[config.mk]
export PLATFORM = sky130hd
export DESIGN_NAME = banked_register_mode_switch_unit_flat
export DESIGN_NICKNAME = d
export VERILOG_FILES = /design/src/rtl/brms_pkg.sv /design/src/rtl/brms_req_if.sv /design/src/rtl/brms_rsp_if.sv /design/src/rtl/brms_csr_if.sv /design/src/rtl/brms_exec.sv /design/src/rtl/banked_register_mode_switch_unit.sv /design/src/flat_wrapper.sv
export SDC_FILE = /design/constraint.sdc
export NUM_CORES = 2
export LEC_CHECK = 0
export CAP_MARGIN = 5
export CORE_MARGIN = 3
export CORE_UTILIZATION = 55
export DETAILED_ROUTE_END_ITERATION = 8
export DONT_BUFFER_PORTS = 1
export PLACE_DENSITY_LB_ADDON = 0.25
export SYNTH_ARGS = -nofsm -noshare
export SYNTH_HDL_FRONTEND = slang
export SYNTH_HIERARCHICAL = 1
export SYNTH_SLANG_ARGS = --single-unit
[constraint.sdc]
create_clock -name clock -period 5 [get_ports clock]
set_input_delay 1.5 -clock clock [delete_from_list [all_inputs] [get_ports clock]]
set_output_delay 1.5 -clock clock [all_outputs]
set_load 0.02 [all_outputs]
[src/rtl/brms_pkg.sv]
`timescale 1ns / 1ps
// Shared types, operation codes and mode constants for the banked register
// mode switch unit. No dependencies.
package brms_pkg;

   // Operation codes carried in the request transaction.
   localparam logic [2:0] OP_READ_REG     = 3'd0;
   localparam logic [2:0] OP_WRITE_REG    = 3'd1;
   localparam logic [2:0] OP_SWITCH_MODE  = 3'd2;
   localparam logic [2:0] OP_TAKE_IRQ     = 3'd3;
   localparam logic [2:0] OP_READ_STATUS  = 3'd4;
   localparam logic [2:0] OP_WRITE_STATUS = 3'd5;
   localparam logic [2:0] OP_READ_SAVED   = 3'd6;
   localparam logic [2:0] OP_WRITE_SAVED  = 3'd7;

   // Processor mode codes.
   localparam logic [4:0] MODE_USR = 5'h10;
   localparam logic [4:0] MODE_FIQ = 5'h11;
   localparam logic [4:0] MODE_IRQ = 5'h12;
   localparam logic [4:0] MODE_SVC = 5'h13;
   localparam logic [4:0] MODE_ABT = 5'h17;
   localparam logic [4:0] MODE_UND = 5'h1B;
   localparam logic [4:0] MODE_SYS = 5'h1F;

   // Bank numbers; NO_BANK marks an invalid mode code.
   localparam logic [2:0] BANK_USR = 3'd0;
   localparam logic [2:0] BANK_FIQ = 3'd1;
   localparam logic [2:0] BANK_IRQ = 3'd2;
   localparam logic [2:0] BANK_SVC = 3'd3;
   localparam logic [2:0] BANK_ABT = 3'd4;
   localparam logic [2:0] BANK_UND = 3'd5;
   localparam logic [2:0] NO_BANK  = 3'd6;
   localparam int         NUM_BANKS = 6;

   // Register file layout.
   localparam int         NUM_REGS   = 16;
   localparam int         HIGH_FIRST = 8;
   localparam int         HIGH_COUNT = 5;
   localparam logic [3:0] REG_SP     = 4'd13;
   localparam logic [3:0] REG_LR     = 4'd14;
   localparam logic [3:0] REG_PC     = 4'd15;

   // Status word bit positions.
   localparam int STATUS_I = 7;
   localparam int STATUS_T = 5;

   // Exception vector offsets and PC adjustment.
   localparam logic [31:0] VEC_FETCH_OFS = 32'h0000_0018;
   localparam logic [31:0] VEC_PC_OFS    = 32'h0000_0020;
   localparam logic [31:0] PC_ADJUST     = 32'h0000_0004;

   typedef logic [2:0]  bank_type;
   typedef logic [4:0]  mode_type;
   typedef logic [31:0] word_type;

   // One request transaction.
   typedef struct packed {
      logic [2:0]  op;
      logic [3:0]  reg_index;
      word_type    write_data;
      mode_type    target_mode;
   } cmd_type;

   // One response transaction.
   typedef struct packed {
      word_type    read_data;
      logic        irq_taken;
      word_type    fetch_address;
      logic        bad_mode;
   } result_type;

   // Banked stack pointer and link register of one mode.
   typedef struct packed {
      word_type    sp;
      word_type    lr;
   } sp_lr_type;

   // Map a mode code to its bank.
   function automatic bank_type bank_of(input mode_type mode);
      bank_type b;
      unique case (mode)
         MODE_USR: b = BANK_USR;
         MODE_SYS: b = BANK_USR;
         MODE_FIQ: b = BANK_FIQ;
         MODE_IRQ: b = BANK_IRQ;
         MODE_SVC: b = BANK_SVC;
         MODE_ABT: b = BANK_ABT;
         MODE_UND: b = BANK_UND;
         default:  b = NO_BANK;
      endcase
      return b;
   endfunction

endpackage

[src/rtl/brms_req_if.sv]
`timescale 1ns / 1ps
// Request channel: valid/ready handshake carrying one command transaction.
// Depends on nothing but plain widths.
interface brms_req_if;
   logic        valid;
   logic        ready;
   logic [2:0]  op;
   logic [3:0]  reg_index;
   logic [31:0] write_data;
   logic [4:0]  target_mode;

   modport source (output valid, op, reg_index, write_data, target_mode, input ready);
   modport sink   (input valid, op, reg_index, write_data, target_mode, output ready);
endinterface

[src/rtl/brms_rsp_if.sv]
`timescale 1ns / 1ps
// Response channel: valid/ready handshake carrying one result transaction.
// Depends on nothing but plain widths.
interface brms_rsp_if;
   logic        valid;
   logic        ready;
   logic [31:0] read_data;
   logic        irq_taken;
   logic [31:0] fetch_address;
   logic        bad_mode;

   modport source (output valid, read_data, irq_taken, fetch_address, bad_mode,
                   input ready);
   modport sink   (input valid, read_data, irq_taken, fetch_address, bad_mode,
                   output ready);
endinterface

[src/rtl/brms_csr_if.sv]
`timescale 1ns / 1ps
// Configuration write channel for the vector base register.
// Depends on nothing but plain widths.
interface brms_csr_if;
   logic        valid;
   logic        ready;
   logic [31:0] data;

   modport source (output valid, data, input ready);
   modport sink   (input valid, data, output ready);
endinterface

[src/rtl/brms_exec.sv]
`timescale 1ns / 1ps
// Architectural state (visible registers, banks, status) and the single-pass
// execute logic for one command. Depends on brms_pkg.
module brms_exec
   import brms_pkg::*;
(
   input  logic       clock,
   input  logic       reset,
   input  logic       exec_en,
   input  cmd_type    cmd,
   input  word_type   vector_base,
   output result_type result
);

   word_type   regs_ff   [NUM_REGS];
   word_type   regs_in   [NUM_REGS];
   word_type   fiq_ff    [HIGH_COUNT];
   word_type   fiq_in    [HIGH_COUNT];
   word_type   nrm_ff    [HIGH_COUNT];
   word_type   nrm_in    [HIGH_COUNT];
   sp_lr_type  stk_ff    [NUM_BANKS];
   sp_lr_type  stk_in    [NUM_BANKS];
   word_type   sav_ff    [NUM_BANKS];
   word_type   sav_in    [NUM_BANKS];
   word_type   status_ff;
   word_type   status_in;

   bank_type   cur_bank;
   mode_type   sw_mode;
   bank_type   sw_bank;
   logic       sw_req;
   logic       irq_go;
   sp_lr_type  stk_rd;
   word_type   sav_rd;

   assign cur_bank = bank_of(status_ff[4:0]);
   assign irq_go   = (cmd.op == OP_TAKE_IRQ) && !status_ff[STATUS_I];

   // Target mode of a bank switch, depending on the operation.
   always_comb begin
      unique case (cmd.op)
         OP_WRITE_STATUS: sw_mode = cmd.write_data[4:0];
         OP_TAKE_IRQ:     sw_mode = MODE_IRQ;
         default:         sw_mode = cmd.target_mode;
      endcase
   end

   assign sw_bank = bank_of(sw_mode);
   assign sw_req  = (((cmd.op == OP_SWITCH_MODE) || (cmd.op == OP_WRITE_STATUS))
                     && (sw_bank != NO_BANK)) || irq_go;

   // Bank reads; the current bank is always valid, the guard keeps the index in range.
   assign stk_rd = (sw_bank != NO_BANK) ? stk_ff[sw_bank] : '0;
   assign sav_rd = (cur_bank != NO_BANK) ? sav_ff[cur_bank] : '0;

   // Next state and result for the command.
   always_comb begin
      regs_in   = regs_ff;
      fiq_in    = fiq_ff;
      nrm_in    = nrm_ff;
      stk_in    = stk_ff;
      sav_in    = sav_ff;
      status_in = status_ff;
      result    = '0;

      // Bank switch: swap the FIQ high registers and the stack/link pair.
      if (sw_req) begin
         status_in = {status_ff[31:5], sw_mode};
         if ((sw_bank != cur_bank) && (cur_bank != NO_BANK)) begin
            for (int i = 0; i < HIGH_COUNT; i++) begin
               if (cur_bank == BANK_FIQ) begin
                  fiq_in[i]                     = regs_ff[4'(HIGH_FIRST + i)];
                  regs_in[4'(HIGH_FIRST + i)]   = nrm_ff[i];
               end else if (sw_bank == BANK_FIQ) begin
                  nrm_in[i]                     = regs_ff[4'(HIGH_FIRST + i)];
                  regs_in[4'(HIGH_FIRST + i)]   = fiq_ff[i];
               end
            end
            stk_in[cur_bank] = '{sp: regs_ff[REG_SP], lr: regs_ff[REG_LR]};
            regs_in[REG_SP]  = stk_rd.sp;
            regs_in[REG_LR]  = stk_rd.lr;
         end
      end

      // Operation-specific updates, applied after any bank switch.
      unique case (cmd.op)
         OP_READ_REG: begin
            result.read_data = regs_ff[cmd.reg_index];
         end
         OP_WRITE_REG: begin
            regs_in[cmd.reg_index] = cmd.write_data;
         end
         OP_SWITCH_MODE: begin
            result.bad_mode = (sw_bank == NO_BANK);
         end
         OP_TAKE_IRQ: begin
            if (irq_go) begin
               sav_in[BANK_IRQ] = status_ff;
               status_in = {status_ff[31:8], 1'b1, status_ff[6], 1'b0, MODE_IRQ};
               regs_in[REG_LR] = status_ff[STATUS_T] ? regs_ff[REG_PC]
                                                     : regs_ff[REG_PC] - PC_ADJUST;
               regs_in[REG_PC] = vector_base + VEC_PC_OFS;
               result.irq_taken     = 1'b1;
               result.fetch_address = vector_base + VEC_FETCH_OFS;
            end
         end
         OP_READ_STATUS: begin
            result.read_data = status_ff;
         end
         OP_WRITE_STATUS: begin
            if (sw_bank == NO_BANK) begin
               result.bad_mode = 1'b1;
            end else begin
               status_in = cmd.write_data;
            end
         end
         OP_READ_SAVED: begin
            result.read_data = sav_rd;
         end
         OP_WRITE_SAVED: begin
            if (cur_bank != NO_BANK) begin
               sav_in[cur_bank] = cmd.write_data;
            end
         end
         default: begin
         end
      endcase
   end

   // State registers, committed once per executed command.
   always_ff @(posedge clock) begin
      if (reset) begin
         for (int i = 0; i < NUM_REGS; i++) regs_ff[i] <= '0;
         for (int i = 0; i < HIGH_COUNT; i++) begin
            fiq_ff[i] <= '0;
            nrm_ff[i] <= '0;
         end
         for (int i = 0; i < NUM_BANKS; i++) begin
            stk_ff[i] <= '0;
            sav_ff[i] <= '0;
         end
         status_ff <= {27'd0, MODE_SVC};
      end else if (exec_en) begin
         regs_ff   <= regs_in;
         fiq_ff    <= fiq_in;
         nrm_ff    <= nrm_in;
         stk_ff    <= stk_in;
         sav_ff    <= sav_in;
         status_ff <= status_in;
      end
   end

endmodule

[src/rtl/banked_register_mode_switch_unit.sv]
`timescale 1ns / 1ps
// Banked register mode switch unit: ARM-style banked register file with mode
// switching and IRQ entry. Depends on brms_pkg, the channel interfaces and brms_exec.
//
// Usage:
//  - req_bus carries one command per transaction (read/write register, switch
//    mode, take IRQ, read/write status, read/write saved status).
//  - rsp_bus returns exactly one result transaction per command, in order.
//  - csr_bus writes the exception vector base; it is always ready and should
//    only be written while no command is in flight.
//  - A command is captured in an input register, then executed in one pass
//    and written into the result register, which drives rsp_bus.valid.
//    One command per cycle is sustained while the receiver takes results;
//    the single execute pass against the register state sets that figure.
//  - Reset clears all registers and banks, selects supervisor mode and
//    clears the vector base.
//  - When the receiver stalls, the result register holds its transaction and
//    the input register buffers one more command; req_bus.ready then drops.
module banked_register_mode_switch_unit
   import brms_pkg::*;
(
   input  logic  clock,
   input  logic  reset,
   brms_req_if.sink   req_bus,
   brms_rsp_if.source rsp_bus,
   brms_csr_if.sink   csr_bus
);

   logic       in_valid_ff;
   cmd_type    in_cmd_ff;
   logic       rsp_valid_ff;
   result_type rsp_data_ff;
   word_type   vector_base_ff;
   logic       exec_en;
   result_type exec_result;

   // Execute when the result register is free or being drained.
   assign exec_en       = in_valid_ff && (!rsp_valid_ff || rsp_bus.ready);
   assign req_bus.ready = !in_valid_ff || exec_en;
   assign csr_bus.ready = 1'b1;

   // Input register.
   always_ff @(posedge clock) begin
      if (reset) begin
         in_valid_ff <= 1'b0;
      end else if (req_bus.ready) begin
         in_valid_ff <= req_bus.valid;
      end
   end

   always_ff @(posedge clock) begin
      if (req_bus.ready && req_bus.valid) begin
         in_cmd_ff <= '{op: req_bus.op, reg_index: req_bus.reg_index,
                        write_data: req_bus.write_data, target_mode: req_bus.target_mode};
      end
   end

   // Vector base configuration register.
   always_ff @(posedge clock) begin
      if (reset) begin
         vector_base_ff <= '0;
      end else if (csr_bus.valid) begin
         vector_base_ff <= csr_bus.data;
      end
   end

   brms_exec u_exec (
      .clock       (clock),
      .reset       (reset),
      .exec_en     (exec_en),
      .cmd         (in_cmd_ff),
      .vector_base (vector_base_ff),
      .result      (exec_result)
   );

   // Result register.
   always_ff @(posedge clock) begin
      if (reset) begin
         rsp_valid_ff <= 1'b0;
      end else if (exec_en) begin
         rsp_valid_ff <= 1'b1;
      end else if (rsp_bus.ready) begin
         rsp_valid_ff <= 1'b0;
      end
   end

   always_ff @(posedge clock) begin
      if (exec_en) begin
         rsp_data_ff <= exec_result;
      end
   end

   assign rsp_bus.valid         = rsp_valid_ff;
   assign rsp_bus.read_data     = rsp_data_ff.read_data;
   assign rsp_bus.irq_taken     = rsp_data_ff.irq_taken;
   assign rsp_bus.fetch_address = rsp_data_ff.fetch_address;
   assign rsp_bus.bad_mode      = rsp_data_ff.bad_mode;

   // An executed command always leaves a result in the output register.
   a_exec_fills_rsp: assert property (@(posedge clock) disable iff (reset)
      exec_en |=> rsp_valid_ff)
      else $error("executed command did not produce a result");

   // A result is never both an IRQ entry and a bad mode report.
   a_irq_not_bad: assert property (@(posedge clock) disable iff (reset)
      rsp_valid_ff |-> !(rsp_data_ff.irq_taken && rsp_data_ff.bad_mode))
      else $error("result flags both irq_taken and bad_mode");

   // A fetch address appears only with an IRQ entry.
   a_fetch_only_on_irq: assert property (@(posedge clock) disable iff (reset)
      (rsp_valid_ff && !rsp_data_ff.irq_taken) |-> (rsp_data_ff.fetch_address == '0))
      else $error("fetch address without IRQ entry");

   // Backpressure on the request side only while a command is buffered.
   a_ready_low_only_full: assert property (@(posedge clock) disable iff (reset)
      !req_bus.ready |-> (in_valid_ff && rsp_valid_ff && !rsp_bus.ready))
      else $error("request side stalled without a buffered command");

endmodule

[src/flat_wrapper.sv]
// flat-port wrapper written by rule: the top's interface ports become plain ports
module banked_register_mode_switch_unit_flat import brms_pkg::*;
  (clock, reset, req_bus_valid, req_bus_op, req_bus_reg_index, req_bus_write_data, req_bus_target_mode, req_bus_ready, rsp_bus_valid, rsp_bus_read_data, rsp_bus_irq_taken, rsp_bus_fetch_address, rsp_bus_bad_mode, rsp_bus_ready, csr_bus_valid, csr_bus_data, csr_bus_ready);
  brms_req_if req_bus_i ();
  brms_rsp_if rsp_bus_i ();
  brms_csr_if csr_bus_i ();
  input  logic clock;
  input  logic reset;
  input wire logic [$bits(req_bus_i.valid)-1:0] req_bus_valid;
  input wire logic [$bits(req_bus_i.op)-1:0] req_bus_op;
  input wire logic [$bits(req_bus_i.reg_index)-1:0] req_bus_reg_index;
  input wire logic [$bits(req_bus_i.write_data)-1:0] req_bus_write_data;
  input wire logic [$bits(req_bus_i.target_mode)-1:0] req_bus_target_mode;
  output wire logic [$bits(req_bus_i.ready)-1:0] req_bus_ready;
  output wire logic [$bits(rsp_bus_i.valid)-1:0] rsp_bus_valid;
  output wire logic [$bits(rsp_bus_i.read_data)-1:0] rsp_bus_read_data;
  output wire logic [$bits(rsp_bus_i.irq_taken)-1:0] rsp_bus_irq_taken;
  output wire logic [$bits(rsp_bus_i.fetch_address)-1:0] rsp_bus_fetch_address;
  output wire logic [$bits(rsp_bus_i.bad_mode)-1:0] rsp_bus_bad_mode;
  input wire logic [$bits(rsp_bus_i.ready)-1:0] rsp_bus_ready;
  input wire logic [$bits(csr_bus_i.valid)-1:0] csr_bus_valid;
  input wire logic [$bits(csr_bus_i.data)-1:0] csr_bus_data;
  output wire logic [$bits(csr_bus_i.ready)-1:0] csr_bus_ready;
  assign req_bus_i.valid = req_bus_valid;
  assign req_bus_i.op = req_bus_op;
  assign req_bus_i.reg_index = req_bus_reg_index;
  assign req_bus_i.write_data = req_bus_write_data;
  assign req_bus_i.target_mode = req_bus_target_mode;
  assign req_bus_ready = req_bus_i.ready;
  assign rsp_bus_valid = rsp_bus_i.valid;
  assign rsp_bus_read_data = rsp_bus_i.read_data;
  assign rsp_bus_irq_taken = rsp_bus_i.irq_taken;
  assign rsp_bus_fetch_address = rsp_bus_i.fetch_address;
  assign rsp_bus_bad_mode = rsp_bus_i.bad_mode;
  assign rsp_bus_i.ready = rsp_bus_ready;
  assign csr_bus_i.valid = csr_bus_valid;
  assign csr_bus_i.data = csr_bus_data;
  assign csr_bus_ready = csr_bus_i.ready;
  banked_register_mode_switch_unit u_core (.clock(clock), .reset(reset), .req_bus(req_bus_i), .rsp_bus(rsp_bus_i), .csr_bus(csr_bus_i));
endmodule
==> results.sh <==
export IMPL_slowest_delay_ps=740
export IMPL_synth_warnings=6
export IMPL_r2r_start="u_core/in_cmd_ff[41]$_DFFE_PP_"
export IMPL_layout_nets=6075
export IMPL_hold_path_class="register to register"
export IMPL_cp_required_ps=5630
export IMPL_numPortBuffers=0
export IMPL_maxSlewViolCount=848
export IMPL_row_count=115
export IMPL_p_int_mw=16.5
export IMPL_critPathTopFamily="compound AO/OA/AOI/OAI gates"
export IMPL_cts_tree="done"
export IMPL_max_freq_ghz=0.226
export IMPL_firstDrtPassIters=8
export IMPL_switchingPower_mw=5.24
export IMPL_max_vdd_ir_drop_uv=372
export IMPL_critPathSlowestCell="buf_4"
export IMPL_clk_path_buf_depth=3
export IMPL_ys_flop_type="dfxtp_1"
export IMPL_clkLatencyLatePin_ps=750
export IMPL_crit_top_cell="buf_4"
export IMPL_end_kind="register"
export IMPL_cts_hold_buf=0
export IMPL_nFillCells=8432
export IMPL_dp_hpwl_mm=109
export IMPL_grt_use_total_pct=34.4
export IMPL_syn_avg_cell_area_um2=8.80
export IMPL_grt_max_degree=1118
export IMPL_synth_nets=6403
export IMPL_grt_pass1_vias=44200
export IMPL_powerDensity_mw_per_mm2=358
export IMPL_hold_ws_ps=451
export IMPL_fp_dieW_um=324
export IMPL_crit_start="u_core/in_cmd_ff[41]$_DFFE_PP_"
export IMPL_start_util_pct=56.0
export IMPL_crit_arrival_ps=5060
export IMPL_clk_pin_slew_ps=60
export IMPL_fin_crit_sh_pct=88.6
export IMPL_rsz0062_at_grt="no"
export IMPL_crit_path_start_kind="register"
export IMPL_worstPathMaxFanout=53
export IMPL_cts_made_buffers=134
export IMPL_clkPwrFrac_pct=45.5
export IMPL_max_slew_margin_pct=-200
export IMPL_synth_seq_area_share_pct=47.5
export IMPL_htreeDepth=4
export IMPL_ctsResizeCount=0
export IMPL_worst_pin_slew_ps=4500
export IMPL_synth_distinct_cells=73
export IMPL_synth_edf_count=110
export IMPL_die_h_um=324
export IMPL_grt_pass1_wl_mm=275
export IMPL_viasPerCell=6.45
export IMPL_antenna_found_initial=29
export IMPL_violations="max-slew violations"
export IMPL_area_growth_pct=9.02
export IMPL_post_dp_cell_area_mm2=0.0562
export IMPL_synthCells=6319
export IMPL_dieArea_mm2=0.105
export IMPL_cts_sinks=1264
export IMPL_crit_buf_inv=2
export IMPL_postCtsSetupBuffers=0
export IMPL_overflow=0
export IMPL_syn_area_mm2=0.0556
export IMPL_drt_iter0_markers=7164
export IMPL_final_area_mm2=0.0606
export IMPL_routed_wl_mm=186
export IMPL_ios=150
export IMPL_hold_start="u_core/u_exec/stk_ff[211]$_SDFFE_PP0P_"
export IMPL_cap_violations=0
export IMPL_outcome="finished with violations"
export IMPL_drc=0
export IMPL_path_class="register to register"
export IMPL_gp_congestion=0.948
export IMPL_drtAntennaViolNets=0
export IMPL_synthArstFlopShare_pct=0
export IMPL_crit_chain="buf_4 > a21boi_1 > o211ai_2 > nor4_2 > mux2i_1 > nand3_1 > o2111ai_4 > buf_4 > nand2_1 > a21oi_1"
export IMPL_finalSetupTns_ps=0
export IMPL_pwr_share_comb_pct=5.9
export IMPL_ys_ff_latch=1264
export IMPL_cts_root_buf="clkbuf_16"
export IMPL_drive_gt1_share_pct=9.42
export IMPL_setup_violations=0
export IMPL_fin_crit_ps=4430
export IMPL_final_setup_skew_ps=26.4
export IMPL_seq_power_share_pct=48.5
export IMPL_routedWlPerCell_um=25.1
export IMPL_vias=47700
export IMPL_hold_viol=0
export IMPL_core_area_mm2=0.0993
export IMPL_p_leak_nw=22.6
export IMPL_swShare_pct=24.2
==> cell type report <==
cell class / instances / area, um^2 / area share (%)
Clock buffer: 205 / 4000 / 6.60
Inverter: 13 / 48.8 / 0.0805
Multi-Input combinational cell: 4427 / 26900 / 44.4
Timing Repair Buffer: 151 / 1250 / 2.06
Antenna cell: 15 / 37.5 / 0.0619
Tap cell: 1287 / 1610 / 2.66
Clock inverter: 33 / 329 / 0.543
Sequential cell: 1264 / 26400 / 43.6
==> worst paths after layout <==
kind,cells past startpoint,endpoint,slack (ps)
min,2,u_core/u_exec/stk_ff[211]$_SDFFE_PP0P_,450
min reg2reg,2,u_core/u_exec/stk_ff[211]$_SDFFE_PP0P_,450
max reg2reg,10,u_core/u_exec/stk_ff[216]$_SDFFE_PP0P_,570
max,10,u_core/u_exec/stk_ff[216]$_SDFFE_PP0P_,570
==> sequential cells by signal, indices dropped and copies added (netlist names) <==
register	cells
u_core/rsp_bus.read_data	32
u_core/u_exec/regs_ff	512
u_core/u_exec/sav_ff	192
u_core/rsp_bus.bad_mode	1
u_core/rsp_bus.irq_taken	1
u_core/u_exec/status_ff	32
u_core/in_cmd_ff	44
u_core/rsp_bus.valid	1
u_core/u_exec/stk_ff	384
u_core/vector_base_ff	32
u_core/rsp_bus.fetch_address	32
u_core/in_valid_ff	1
==> power by group through the flow <==
stage               sequential, mW  clock [mW]  combinational, mW
floorplan                     10.6           0              0.969
global placement              10.7           0               1.23
detailed placement            10.7           0               1.24
CTS                           10.5        9.95               1.24
global route                  10.5        10.3               1.33
finish                        10.5        9.88               1.29
==> kinds of logic after synthesis <==
group / after synthesis / share of synthesized area (%)
AO/OA/AOI/OAI: 1289 / 14.3
XOR/XNOR: 73 / 1.15
multiplexers: 638 / 15.1
flip-flops: 1264 / 47.5
other: 1 / 0.00675
buffers and inverters: 628 / 4.57
adder cells (fa/ha/maj): 3 / 0.0675
AND/OR/NAND/NOR: 2423 / 17.3
==> routing by layer <==
layer / vias up / wire [um] / GRT usage (%)
met5: - / 153 / 0
met1: 23200 / 72600 / 46.4
met3: 435 / 23900 / 9.91
met4: 22 / 8810 / 16.8
met2: 2809 / 80100 / 50.7
li1: 21200 / - / -
==> through the flow <==
stage	power (mW)	util, %	cells	setup slack, ps
2_1_floorplan	11.6	-	6319	529
3_3_place_gp	12.0	56.7	7142	907
3_5_place_dp	12.0	56.7	7142	776
4_1_cts	21.7	61.0	7380	745
5_1_grt	22.2	61.0	7385	328
6_report	21.7	61.1	7395	572
==> placed cells by master (no fill, tap or decap), types with 10 or more instances in the layout <==
cell / n
nand3_1: 55
a31oi_1: 48
o22ai_1: 47
o21ai_0: 115
and3_1: 18
a221oi_1: 18
xnor2_1: 36
inv_1: 11
clkbuf_1: 40
a311oi_1: 23
nand2_1: 1647
mux2i_1: 471
a21boi_0: 16
and2_1: 11
clkbuf_8: 23
nor3_1: 52
dfxtp_1: 1154
nand4_1: 19
nor4_1: 15
a22oi_1: 86
nor2_1: 520
nor2_2: 10
o221ai_1: 40
a21oi_1: 702
xor2_1: 37
a211oi_1: 42
clkbuf_16: 141
buf_4: 142
a221o_1: 84
nand2b_1: 10
mux4_2: 160
diode_2: 15
clkinv_2: 12
edfxtp_1: 110
or3_1: 13
==> worst min-delay path, stage by stage (launching register included) <==
cell     delay [ps]
dfxtp_1         300
nand2_1          50
a21oi_1          50
==> synthesized netlist by cell type (44+ instances only) <==
master	n	area, um^2
mux4_2	160	3600
nor2_1	532	2000
o21ai_0	119	596
nand3_1	55	275
o22ai_1	47	294
buf_2	62	310
a31oi_1	50	313
edfxtp_1	110	3300
dfxtp_1	1154	23100
clkbuf_1	507	1900
a211oi_1	44	330
a22oi_1	86	646
nor3_1	58	290
nand2_1	1649	6190
a221o_1	84	841
a21oi_1	703	3520
mux2i_1	471	4710
(Power assumes the default switching activity.)
